<file path="src/rtl/core/can_bts_pkg.sv">
// Shared types and constants for the CAN bit timing solver
package can_bts_pkg;

	localparam int unsigned CLK_W       = 32;
	localparam int unsigned RATE_W      = 20;
	localparam int unsigned SEG_W       = 5;
	localparam int unsigned WORD_W      = 15;
	localparam int unsigned DIVSEL_W    = 4;
	localparam int unsigned STEP_CNT_W  = 5;

	localparam logic [SEG_W-1:0]  SEGS_MIN       = 5'd3;
	localparam logic [SEG_W-1:0]  SEGS_MAX       = 5'd17;
	localparam logic [RATE_W-1:0] BIT_RATE_RESET = 20'd500000;
	localparam logic [2:0]        SJW_MAX        = 3'd3;

	typedef struct packed {
		logic [CLK_W-1:0] main_clock_hz;
	} in_t;

	typedef struct packed {
		logic [RATE_W-1:0] bit_rate;
	} cfg_t;

	typedef struct packed {
		logic                found;
		logic [DIVSEL_W-1:0] clock_divider;
		logic [WORD_W-1:0]   bit_timing_word;
	} out_t;

	typedef enum logic [1:0] {
		ST_IDLE,
		ST_DIV,
		ST_SEARCH,
		ST_OUT
	} state_t;

endpackage

</file>
<file path="src/rtl/core/can_bts_chan_if.sv">
// Valid/ready channel carrying one payload
interface can_bts_chan_if #(parameter type payload_t = logic);
	logic     valid;
	logic     ready;
	payload_t payload;

	modport source (output valid, output payload, input ready);
	modport sink (input valid, input payload, output ready);
endinterface

</file>
<file path="src/rtl/core/can_bts_div.sv">
// Restoring divider, one quotient bit per cycle, clocks per bit
module can_bts_div (
	input  logic                                clk,
	input  logic                                arst_n,
	input  logic                                start,
	input  logic [can_bts_pkg::CLK_W-1:0]       dividend,
	input  logic [can_bts_pkg::RATE_W-1:0]      divisor,
	output logic                                done,
	output logic [can_bts_pkg::CLK_W-1:0]       quotient
);
	logic                                 busy_q;
	logic                                 done_q;
	logic [can_bts_pkg::STEP_CNT_W-1:0]   cnt_q;
	logic [can_bts_pkg::RATE_W-1:0]       rem_q;
	logic [can_bts_pkg::RATE_W-1:0]       divisor_q;
	logic [can_bts_pkg::CLK_W-1:0]        quo_q;
	logic [can_bts_pkg::RATE_W:0]         trial;
	logic [can_bts_pkg::RATE_W:0]         diff;
	logic                                 qbit;

	assign trial = {rem_q, quo_q[can_bts_pkg::CLK_W-1]};
	assign diff  = trial - {1'b0, divisor_q};
	assign qbit  = trial >= {1'b0, divisor_q};

	always_ff @(posedge clk or negedge arst_n) begin
		if (!arst_n) begin
			busy_q <= 1'b0;
			done_q <= 1'b0;
			cnt_q  <= '0;
		end else begin
			done_q <= busy_q && (cnt_q == '1);
			if (start) begin
				busy_q <= 1'b1;
				cnt_q  <= '0;
			end else if (busy_q) begin
				cnt_q <= cnt_q + 1'b1;
				if (cnt_q == '1)
					busy_q <= 1'b0;
			end
		end
	end

	always_ff @(posedge clk) begin
		if (start) begin
			rem_q     <= '0;
			quo_q     <= dividend;
			divisor_q <= divisor;
		end else if (busy_q) begin
			rem_q <= qbit ? diff[can_bts_pkg::RATE_W-1:0] : trial[can_bts_pkg::RATE_W-1:0];
			quo_q <= {quo_q[can_bts_pkg::CLK_W-2:0], qbit};
		end
	end

	// a zero bit rate gives zero clocks per bit
	assign done     = done_q;
	assign quotient = (divisor_q == '0) ? '0 : quo_q;
endmodule

</file>
<file path="src/rtl/core/can_bts_search.sv">
// Divider / quanta / segment search, one trial product per cycle
module can_bts_search #(
	parameter int unsigned DIVIDER_MAX = 15,
	parameter int unsigned QUANTA_MAX  = 32
) (
	input  logic                          clk,
	input  logic                          arst_n,
	input  logic                          start,
	input  logic [can_bts_pkg::CLK_W-1:0] per_bit,
	output logic                          done,
	output can_bts_pkg::out_t             res
);
	localparam int unsigned DW = (DIVIDER_MAX > 0) ? $clog2(DIVIDER_MAX + 1) : 1;
	localparam int unsigned QW = $clog2(QUANTA_MAX + 1);
	localparam int unsigned PW = $clog2(QUANTA_MAX * (DIVIDER_MAX + 1) + 1);
	localparam int unsigned MW = can_bts_pkg::SEG_W + PW;

	logic                              busy_q;
	logic                              done_q;
	logic [DW-1:0]                     d_q;
	logic [QW-1:0]                     q_q;
	logic [can_bts_pkg::SEG_W-1:0]     s_q;
	logic [PW-1:0]                     qd_q;
	logic [can_bts_pkg::CLK_W-1:0]     per_bit_q;
	can_bts_pkg::out_t                 res_q;

	logic [MW-1:0]                     prod;
	logic                              match;
	logic                              s_last;
	logic                              q_last;
	logic                              d_last;
	logic [3:0]                        rest;
	logic [2:0]                        t1;
	logic [2:0]                        t2;
	logic [1:0]                        sjw;
	logic [6:0]                        qm1;

	// s * q * (d + 1), with q * (d + 1) kept in qd_q
	assign prod   = MW'(s_q) * MW'(qd_q);
	assign match  = busy_q && (can_bts_pkg::CLK_W'(prod) == per_bit_q);
	assign s_last = s_q == can_bts_pkg::SEGS_MAX;
	assign q_last = q_q == QW'(QUANTA_MAX);
	assign d_last = d_q == DW'(DIVIDER_MAX);

	assign rest = 4'(s_q - can_bts_pkg::SEGS_MIN);
	assign t1   = rest[3:1];
	assign t2   = 3'(rest - {1'b0, t1});
	assign sjw  = (t1 > can_bts_pkg::SJW_MAX) ? 2'(can_bts_pkg::SJW_MAX) : t1[1:0];
	assign qm1  = 7'(q_q) - 7'd1;

	always_ff @(posedge clk or negedge arst_n) begin
		if (!arst_n) begin
			busy_q <= 1'b0;
			done_q <= 1'b0;
		end else begin
			done_q <= 1'b0;
			if (start) begin
				busy_q <= 1'b1;
			end else if (busy_q && (match || (s_last && q_last && d_last))) begin
				busy_q <= 1'b0;
				done_q <= 1'b1;
			end
		end
	end

	always_ff @(posedge clk) begin
		if (start) begin
			per_bit_q <= per_bit;
			d_q       <= '0;
			q_q       <= QW'(1);
			s_q       <= can_bts_pkg::SEGS_MIN;
			qd_q      <= PW'(1);
			res_q     <= '0;
		end else if (busy_q) begin
			if (match) begin
				res_q.found           <= 1'b1;
				res_q.clock_divider   <= can_bts_pkg::DIVSEL_W'(d_q);
				res_q.bit_timing_word <= {t2, 1'b0, t1, sjw, qm1[5:0]};
			end else if (s_last) begin
				s_q <= can_bts_pkg::SEGS_MIN;
				if (q_last) begin
					q_q  <= QW'(1);
					d_q  <= d_q + 1'b1;
					qd_q <= PW'(d_q) + PW'(2);
				end else begin
					q_q  <= q_q + 1'b1;
					qd_q <= qd_q + PW'(d_q) + PW'(1);
				end
			end else begin
				s_q <= s_q + 1'b1;
			end
		end
	end

	assign done = done_q;
	assign res  = res_q;
endmodule

</file>
<file path="src/rtl/core/can_bit_timing_solver.sv">
// Top level of the CAN bit timing solver
//
//  channel  dir  payload                                      accepted when
//  in_ch    in   main_clock_hz[31:0]                          valid && ready
//  cfg_ch   in   bit_rate[19:0]                               valid && ready
//  out_ch   out  found, clock_divider[3:0], bit_timing_word    valid && ready
//
// One request at a time: bit-serial division, then a hand-over to the search
// unit, then one trial per cycle, up to 15 * QUANTA_MAX * (DIVIDER_MAX + 1)
// trials (7680 at defaults). The next request can be taken once the result is
// offered.
// in_ch.ready is high only while idle; a result that finds the output register
// full waits in the search unit and holds off the input. cfg_ch is always
// ready. Reset sets bit_rate to 500000 and empties the output register.
module can_bit_timing_solver #(
	parameter int unsigned DIVIDER_MAX = 15,
	parameter int unsigned QUANTA_MAX  = 32
) (
	input logic           clk,
	input logic           arst_n,
	can_bts_chan_if.sink   in_ch,
	can_bts_chan_if.sink   cfg_ch,
	can_bts_chan_if.source out_ch
);
	can_bts_pkg::state_t               state_q;
	can_bts_pkg::state_t               state_d;
	logic [can_bts_pkg::RATE_W-1:0]    bit_rate_q;
	logic                              in_acc;
	logic                              div_done;
	logic [can_bts_pkg::CLK_W-1:0]     per_bit;
	logic                              srch_done;
	can_bts_pkg::out_t                 srch_res;
	can_bts_pkg::in_t                  in_req;
	can_bts_pkg::cfg_t                 cfg_req;
	logic                              out_full_q;
	can_bts_pkg::out_t                 out_q;
	logic                              out_load;

	assign in_req  = in_ch.payload;
	assign cfg_req = cfg_ch.payload;

	assign in_ch.ready  = state_q == can_bts_pkg::ST_IDLE;
	assign cfg_ch.ready = 1'b1;
	assign in_acc       = in_ch.valid && in_ch.ready;

	// result moves to the output register once that is free or being emptied
	assign out_load = ((state_q == can_bts_pkg::ST_SEARCH && srch_done)
		|| state_q == can_bts_pkg::ST_OUT) && (!out_full_q || out_ch.ready);

	always_ff @(posedge clk or negedge arst_n) begin
		if (!arst_n) begin
			bit_rate_q <= can_bts_pkg::BIT_RATE_RESET;
		end else if (cfg_ch.valid) begin
			bit_rate_q <= cfg_req.bit_rate;
		end
	end

	always_ff @(posedge clk or negedge arst_n) begin
		if (!arst_n) begin
			state_q <= can_bts_pkg::ST_IDLE;
		end else begin
			state_q <= state_d;
		end
	end

	always_comb begin
		state_d = state_q;
		case (state_q)
			can_bts_pkg::ST_IDLE:   if (in_acc) state_d = can_bts_pkg::ST_DIV;
			can_bts_pkg::ST_DIV:    if (div_done) state_d = can_bts_pkg::ST_SEARCH;
			can_bts_pkg::ST_SEARCH: if (srch_done)
				state_d = out_load ? can_bts_pkg::ST_IDLE : can_bts_pkg::ST_OUT;
			can_bts_pkg::ST_OUT:    if (out_load) state_d = can_bts_pkg::ST_IDLE;
			default:                state_d = can_bts_pkg::ST_IDLE;
		endcase
	end

	always_ff @(posedge clk or negedge arst_n) begin
		if (!arst_n) begin
			out_full_q <= 1'b0;
		end else if (out_load) begin
			out_full_q <= 1'b1;
		end else if (out_ch.ready) begin
			out_full_q <= 1'b0;
		end
	end

	always_ff @(posedge clk) begin
		if (out_load)
			out_q <= srch_res;
	end

	can_bts_div u_div (
		.clk      (clk),
		.arst_n   (arst_n),
		.start    (in_acc),
		.dividend (in_req.main_clock_hz),
		.divisor  (bit_rate_q),
		.done     (div_done),
		.quotient (per_bit)
	);

	can_bts_search #(
		.DIVIDER_MAX (DIVIDER_MAX),
		.QUANTA_MAX  (QUANTA_MAX)
	) u_search (
		.clk     (clk),
		.arst_n  (arst_n),
		.start   (div_done),
		.per_bit (per_bit),
		.done    (srch_done),
		.res     (srch_res)
	);

	assign out_ch.valid   = out_full_q;
	assign out_ch.payload = out_q;
endmodule
</file>
<file path="src/flat_wrapper.sv">
// flat-port wrapper written by rule: the top's interface ports become plain ports
module can_bit_timing_solver_flat 
#(
	parameter int unsigned DIVIDER_MAX = 15,
	parameter int unsigned QUANTA_MAX  = 32
)
  (clk, arst_n, in_ch_valid, in_ch_payload, in_ch_ready, cfg_ch_valid, cfg_ch_payload, cfg_ch_ready, out_ch_valid, out_ch_payload, out_ch_ready);
  can_bts_chan_if in_ch_i ();
  can_bts_chan_if cfg_ch_i ();
  can_bts_chan_if out_ch_i ();
  input logic clk;
  input logic arst_n;
  input wire logic [$bits(in_ch_i.valid)-1:0] in_ch_valid;
  input wire logic [$bits(in_ch_i.payload)-1:0] in_ch_payload;
  output wire logic [$bits(in_ch_i.ready)-1:0] in_ch_ready;
  input wire logic [$bits(cfg_ch_i.valid)-1:0] cfg_ch_valid;
  input wire logic [$bits(cfg_ch_i.payload)-1:0] cfg_ch_payload;
  output wire logic [$bits(cfg_ch_i.ready)-1:0] cfg_ch_ready;
  output wire logic [$bits(out_ch_i.valid)-1:0] out_ch_valid;
  output wire logic [$bits(out_ch_i.payload)-1:0] out_ch_payload;
  input wire logic [$bits(out_ch_i.ready)-1:0] out_ch_ready;
  assign in_ch_i.valid = in_ch_valid;
  assign in_ch_i.payload = in_ch_payload;
  assign in_ch_ready = in_ch_i.ready;
  assign cfg_ch_i.valid = cfg_ch_valid;
  assign cfg_ch_i.payload = cfg_ch_payload;
  assign cfg_ch_ready = cfg_ch_i.ready;
  assign out_ch_valid = out_ch_i.valid;
  assign out_ch_payload = out_ch_i.payload;
  assign out_ch_i.ready = out_ch_ready;
  can_bit_timing_solver #(.DIVIDER_MAX(DIVIDER_MAX), .QUANTA_MAX(QUANTA_MAX)) u_core (.clk(clk), .arst_n(arst_n), .in_ch(in_ch_i), .cfg_ch(cfg_ch_i), .out_ch(out_ch_i));
endmodule
</file>
<file path="config.mk">
export PLATFORM = sky130hd
export DESIGN_NAME = can_bit_timing_solver_flat
export DESIGN_NICKNAME = d
export VERILOG_FILES = /design/src/rtl/core/can_bts_pkg.sv /design/src/rtl/core/can_bts_chan_if.sv /design/src/rtl/core/can_bts_div.sv /design/src/rtl/core/can_bts_search.sv /design/src/rtl/core/can_bit_timing_solver.sv /design/src/flat_wrapper.sv
export SDC_FILE = /design/constraint.sdc
export NUM_CORES = 1
export LEC_CHECK = 0
export BUFFER_PORTS_ARGS = -buffer_cell sky130_fd_sc_hd__clkbuf_2
export CAP_MARGIN = 20
export CELL_PAD_IN_SITES_DETAIL_PLACEMENT = 1
export CELL_PAD_IN_SITES_GLOBAL_PLACEMENT = 2
export CORE_ASPECT_RATIO = 0.8
export CORE_MARGIN = 2
export CORE_UTILIZATION = 37
export CTS_CLUSTER_SIZE = 40
export DETAILED_ROUTE_END_ITERATION = 10
export GPL_TIMING_DRIVEN = 0
export HOLD_SLACK_MARGIN = 0.05
export PLACE_DENSITY = 0.8
export SYNTH_ARGS = -nofsm -noshare
export SYNTH_HDL_FRONTEND = slang
export SYNTH_SLANG_ARGS = --single-unit
</file>
<file path="constraint.sdc">
create_clock -name clk -period 4.8 [get_ports clk]
set_input_delay 0.24 -clock clk [delete_from_list [all_inputs] [get_ports clk]]
set_output_delay 0.24 -clock clk [all_outputs]
set_load 0.05 [all_outputs]
</file>
After elaboration in Yosys (flattened, before gate mapping):

Index checks and enable logic that the tools add are counted.

* bits in registers: 139
* input bits: 7
* output and inout port bits: 4

* add/sub/neg operators: 9
* multiply operators: 1
* $lt $le $gt $ge: 1
* equality and inequality tests: 12
* muxes and demuxes: 23
* bitwise gates (word level): 1
* reduce and logical (&&, ||, !) cells: 22

Operators with widths (count)
* 15-bit by 32-bit equality test with 1-bit output: 1
* 21-bit by 19-bit greater-or-equal comparator with 1-bit output: 1
* 20-bit logical NOT: 1
* 20-bit 2-to-1 mux: 1
* 20-bit by 19-bit subtractor with 20-bit output: 1
* 5-bit by 10-bit multiplier with 15-bit output: 1
* 5-bit 2-to-1 mux: 3
* 1-bit 2-to-1 mux: 11
* 10-bit by 1-bit adder with 10-bit output, second input constant: 1
* 10-bit by 4-bit adder with 10-bit output: 1
* 5-bit by 1-bit adder with 5-bit output, second input constant: 2
* 5-bit equality test, second input constant: 2
* 10-bit 2-to-1 mux: 1
* 2-bit 2-to-1 mux: 5
* 1-bit logical AND: 8
* 2-bit one-hot mux with 4 select lines: 1
* 4-bit AND reduction: 2
* 6-bit by 1-bit adder with 6-bit output, second input constant: 1
* 6-bit equality test, second input constant: 1
* 6-bit 2-to-1 mux: 1
* 2-bit != test, second input constant: 3
* 2-bit nonzero test: 3
* 4-bit by 2-bit adder with 5-bit output, second input constant: 1
* 4-bit by 1-bit adder with 4-bit output, second input constant: 1
* other kinds (11): 15

Logic depth before layout (Yosys ltp):

* depth after elaboration: 7
* mapped depth: 19
* mapped depth without buffers: 15

Cells and area by module:

From an unflattened synthesis, not the netlist that was laid out.

* cells, all modules: 984
* area, all modules: 10237.3 um^2

By module, submodules not included
* can_bts_search: times used 1, cells each 522, area each 5247.5 um^2, sequential area each 1891.8 um^2
* can_bts_div: times used 1, cells each 439, area each 4727.0 um^2, sequential area each 2137.0 um^2
* can_bit_timing_solver: times used 1, cells each 23, area each 262.8 um^2, sequential area each 156.4 um^2

Least setup slack after synthesis:

OpenSTA, ideal clock, no wires.

* path kind: register to register
* from: register u_core.u_search.s_q[2] in the netlist's numbering
* to: register u_core.u_search.d_q[3]
* arrival time: 4.540 ns
* required time: 4.679 ns
* slack: 0.139 ns
* stages on the path, launching flop included: 18
* period minus slack after synthesis: 4.661 ns
* cell sequence: dfxtp_1 -> clkbuf_1 -> clkbuf_1 -> nand2_1 -> fa_1 -> inv_1 -> fa_1 -> fa_1 -> ha_1 -> and2_4 -> a221oi_2 -> and3_1 -> o211ai_1 -> nor4_4 -> a21bo_1 -> buf_6 -> nor4_2 -> mux2_4

* longest elaborated chain between the ends: 5

Ends and longest elaborated chain
* from (decl): RTL line can_bts_search.sv:22 `logic [can_bts_pkg::SEG_W-1:0] s_q;`
* from (signal assigned): RTL line can_bts_search.sv:71 `s_q <= can_bts_pkg::SEGS_MIN;`
* from (signal assigned): RTL line can_bts_search.sv:80 `s_q <= can_bts_pkg::SEGS_MIN;`
* from (signal assigned): RTL line can_bts_search.sv:90 `s_q <= s_q + 1'b1;`
* 5-bit by 10-bit multiplier with 15-bit output: RTL line can_bts_search.sv:39 `assign prod = MW'(s_q) * MW'(qd_q);`
* 15-bit by 32-bit equality test with 1-bit output: RTL line can_bts_search.sv:40 `assign match = busy_q && (can_bts_pkg::CLK_W'(prod) == per_bit_q);`
* 1-bit logical AND: RTL line can_bts_search.sv:40
* 1-bit NOT (no source line)
* 4-bit AND reduction (no source line) *
* to (signal assigned): RTL line can_bts_search.sv:83 `d_q <= d_q + 1'b1;`
* to (decl): RTL line can_bts_search.sv:20 `logic [DW-1:0] d_q;`

Every way passes the cells marked *; elsewhere a longest branch is shown, timed or not.
A chain may end at the register's enable or synchronous reset.

Final worst setup path:

* from: register u_core.u_search.s_q[2] in the netlist's numbering
* to: register u_core.u_search.q_q[2]

* longest elaborated chain between the ends: 5

Ends and longest elaborated chain
* 5-bit by 10-bit multiplier with 15-bit output: RTL line can_bts_search.sv:39
* 15-bit by 32-bit equality test with 1-bit output: RTL line can_bts_search.sv:40
* 1-bit logical AND: RTL line can_bts_search.sv:40
* 1-bit NOT (no source line)
* 3-bit AND reduction (no source line) *
* to (signal assigned): RTL line can_bts_search.sv:86 `q_q <= q_q + 1'b1;`
* to (decl): RTL line can_bts_search.sv:21 `logic [QW-1:0] q_q;`

Marks and branches as above.

==> flow_metrics.env <==
export IMPL_synth_warning_count=0
export IMPL_critPathLaunch="u_core.u_search.s_q[2]"
export IMPL_critPathMaxFanout=10
export IMPL_antenna_left=0
export IMPL_ys_top_cells_by_area="dfxtp_1 (20%), edfxtp_1 (14%), ha_1 (7.0%)"
export IMPL_antenna_found_initial=0
export IMPL_critPathMostFrequentCell="fa_1"
export IMPL_post_route_period_util_pct=96.1
export IMPL_overflow=0
export IMPL_dieArea_um2=22400
export IMPL_slew_limit_headroom_pct=41.2
export IMPL_yosys_area_top_type="dfxtp_1"
export IMPL_drv_slew=0
export IMPL_area_growth_pct=15.1
export IMPL_grt_use_met2_pct=29.5
export IMPL_cts_root_buf="clkbuf_16"
export IMPL_peakVddDrop_uv=277
export IMPL_fmaxAchievable_mhz=217
export IMPL_h_tree_depth=4
export IMPL_setup_violations=0
export IMPL_cts_buffer_depth=2
export IMPL_use_met3_pct=3.36
export IMPL_grt_max_degree=20
export IMPL_postLayoutCoreUtil_pct=43.5
export IMPL_required_ns=5.12
export IMPL_p_total_mw=5.74
export IMPL_die_x_um=167
export IMPL_avgViaCountPerCell=5.36
export IMPL_grt_pass1_wl_um=34300
export IMPL_path_cells="clkbuf_8 > nand2_1 > fa_1 > fa_1 > inv_1 > fa_1 > ha_1 > a21o_1 > nand3_4 > a211o_1 > and3_4 > nor4b_4 > buf_6 > a21bo_1 > buf_6 > nor2_4 > a311oi_2"
export IMPL_core_area_um2=20800
export IMPL_whs_ns=0.166
export IMPL_yosysSeqAreaShare_pct=37.9
export IMPL_crit_type="flip-flop to flip-flop"
export IMPL_dr_pass1_iters=4
export IMPL_numPortBuffers=9
export IMPL_avgSynthCellArea_um2=9.42
export IMPL_num_io_pins=11
export IMPL_swShare_pct=40.6
export IMPL_gr_max_usage_layer="met2"
export IMPL_worstHoldPathType="input port to flip-flop"
export IMPL_routedWlPerCell_um=18.0
export IMPL_combPwrFrac_pct=46.1
export IMPL_min_from="out_ch_ready"
export IMPL_row_count=47
export IMPL_cp_arrival_ns=4.93
export IMPL_syn_area_um2=7850
export IMPL_vias=6163
export IMPL_worstPathBufferInverterCount=4
export IMPL_synthDominantCellAreaShare_pct=19.6
export IMPL_critical_path_top_delay_family="adder cells"
export IMPL_final_hold_violation_count=0
export IMPL_cts_tree="built"
export IMPL_grt_use_total_pct=19.3
export IMPL_internal_power_mw=3.41
export IMPL_dpl_worst_slack_ns=-0.609
export IMPL_r2r_slack_ns=0.19
export IMPL_setup_slack_ns=0.187
export IMPL_pwr_share_seq_pct=32.0
export IMPL_synth_edff_count=36
export IMPL_rr_startpoint="u_core.u_search.s_q[2]"
export IMPL_p_sw_mw=2.33
export IMPL_drv_cap=0
export IMPL_yosysUniqueCellTypes=77
export IMPL_start_util_pct=37.8
export IMPL_synth_cells=833
export IMPL_fin_crit_ns=4.61
export IMPL_startpoint_type="flip-flop"
export IMPL_die_y_um=134
export IMPL_routabilityCongestion=0.876
export IMPL_first_global_vias=6372
export IMPL_cpMaxStageDelayCell="fa_1"
export IMPL_antennaDiodeCount=0
export IMPL_drive_gt1_share_pct=12.0
export IMPL_cts_sinks=127
export IMPL_synth_ff_type="dfxtp_1"
export IMPL_drc=0
export IMPL_synth_seq_cells=127
export IMPL_cts_clk_slew_worst_paths_ns=0.06
export IMPL_clock_skew_ns=0.0107
export IMPL_dp_hpwl_um=15000
export IMPL_max_stage_delay_ns=0.54
export IMPL_grt_use_met1_pct=28.3
export IMPL_status="finished clean"
export IMPL_tns_ns=0
export IMPL_cts_made_buffers=17
export IMPL_clk_latency_ns=0.42
export IMPL_final_nets=943
export IMPL_leakage_nw=3.77
export IMPL_drt_iter0_drc=380
export IMPL_syn_num_nets=909
export IMPL_pwr_share_clk_pct=21.9
export IMPL_endpoint_kind="flip-flop"
export IMPL_wl_um=20700
export IMPL_worst_slew_pin_slew_ns=0.882
export IMPL_async_flop_share_pct=11.0
export IMPL_power_density_nw_per_um2=635
-- sequential cells by signal, summed over array words and instances, names as in the netlist, 2 cells and up --
| name | count |
|---|---|
| u_core.u_div.divisor_q | 2 |
| u_core.u_search.s_q | 5 |
| u_core.u_search.q_q | 6 |
| u_core.u_div.cnt_q | 5 |
| u_core.u_search.d_q | 4 |
| u_core.u_div.rem_q | 20 |
| u_core.u_search.per_bit_q | 32 |
| u_core.bit_rate_q | 2 |
| u_core.state_q | 2 |
| u_core.u_div.quo_q | 32 |
| u_core.u_search.qd_q | 10 |
-- worst paths after layout --
| kind | to | depth (start not counted) |
|---|---|---|
| worst max register to register | u_core.u_search.q_q[2] | 17 |
| min in group asynchronous | u_core.u_search.done | 2 |
| worst min-delay path | u_core.out_ch.valid | 3 |
| max in group asynchronous | u_core.bit_rate_q[17] | 2 |
| worst min register to register | u_core.out_ch.payload | 0 |
| worst max-delay path | u_core.u_search.q_q[2] | 17 |
-- through the flow --
| stage | instances | cell area, µm² |
|---|---|---|
| after floorplan | 833 | 7850 |
| after global placement | 1111 | 8230 |
| after detailed placement | 1112 | 8250 |
| after CTS | 1148 | 8940 |
| after global routing | 1149 | 9040 |
| final | 1149 | 9040 |
-- power by group through the flow --
stage | sequential (mW) | combinational (mW) | clock (mW)
6_report | 1.84 | 2.65 | 1.25
5_1_grt | 1.89 | 2.99 | 1.34
4_1_cts | 1.83 | 2.61 | 1.29
3_5_place_dp | 1.83 | 2.53 | 0
3_3_place_gp | 1.82 | 2.45 | 0
2_1_floorplan | 1.73 | 1.95 | 0
-- worst register-to-register path: stages, from the launching register on --
cell and delay [ns]:
dfxtp_4 0.39, clkbuf_8 0.17, nand2_1 0.07, fa_1 0.47
fa_1 0.54, inv_1 0.06, fa_1 0.47, ha_1 0.38
a21o_1 0.18, nand3_4 0.10, a211o_1 0.31, and3_4 0.19
nor4b_4 0.28, buf_6 0.17, a21bo_1 0.14, buf_6 0.17
nor2_4 0.08, a311oi_2 0.34
-- layout make-up --
class	instances	area [µm²]
tap	269	337
inverter	45	169
timing repair buffer	18	131
fill	2365	11700
sequential	127	2990
clock buffer	19	464
multi-input combinational	619	4600
clock inverter	13	111
buffer	39	226
-- cells in the final DEF, fill, tap and decap left out, types with 4 or more instances in the layout --
master      n
a211oi_2    4
o211ai_1    6
o21ai_0    43
clkinv_2    5
nand3_1    14
a31o_1      5
fa_1       25
and3_1     11
a211oi_1    6
clkbuf_2   10
nand2_1    58
edfxtp_1   36
mux2i_1    38
o21a_1      4
a21oi_1    50
nor2_1     78
nor2b_1    42
ha_1       41
inv_1      45
clkbuf_16  18
buf_6       5
clkbuf_1   23
xnor2_1    22
xor2_1     14
buf_4       7
dfxtp_1    67
nor4_1     14
dfrtp_1    13
and2_1     25
dfxtp_2     7
nand2b_1    5
nand4_1    22
or3_1       4
nor3_1     14
-- kinds of logic (layout without fill, tap and decap cells) --
| kind of cell | count (synthesis) | count (layout) | synth area share [%] |
|---|---|---|---|
| other | 1 | 1 | 0.0478 |
| and+or+nand+nor | 310 | 310 | 21.2 |
| DFF | 127 | 127 | 37.9 |
| adders and majority gates | 69 | 69 | 13.4 |
| buffers and inverters | 87 | 134 | 4.69 |
| xor gates and xnor gates | 36 | 36 | 4.02 |
| muxes | 41 | 41 | 5.32 |
| AOI/OAI and AO/OA | 162 | 162 | 13.5 |
-- cells in the mapped netlist (all sizes together), types with 4 or more instances --
master and number:
nor2 79, dfxtp 77, nand2 59, a21oi 53, o21ai 47, inv 45, ha 44, nor2b 42
mux2i 38, edfxtp 36, clkbuf 30, and2 26, fa 25, nand4 22, xnor2 22, nor4 17
nand3 15, nor3 14, xor2 14, dfrtp 13, and3 12, buf 12, a211oi 10, o211ai 6
a31o 5, nand2b 5, a311oi 4, o21a 4, o31ai 4, or3 4
-- per-layer routing --
| metal | part of all wire (%) | routed length (µm) |
|---|---|---|
| met3 | 3.5 | 721 |
| met4 | 1.0 | 207 |
| met1 | 52 | 10800 |
| met2 | 43 | 8980 |
| met5 | 0 | 0 |
-- what timing repair did --
item,4_1_cts,5_1_grt
setup endpoints to repair,28,28
endpoints found under the hold margin,16,0
hold buffers,3,0
cloned,0,0
gates resized for setup,18,28
pin swaps,2,13
buffers inserted,4,1
(Power assumes the default switching activity.)
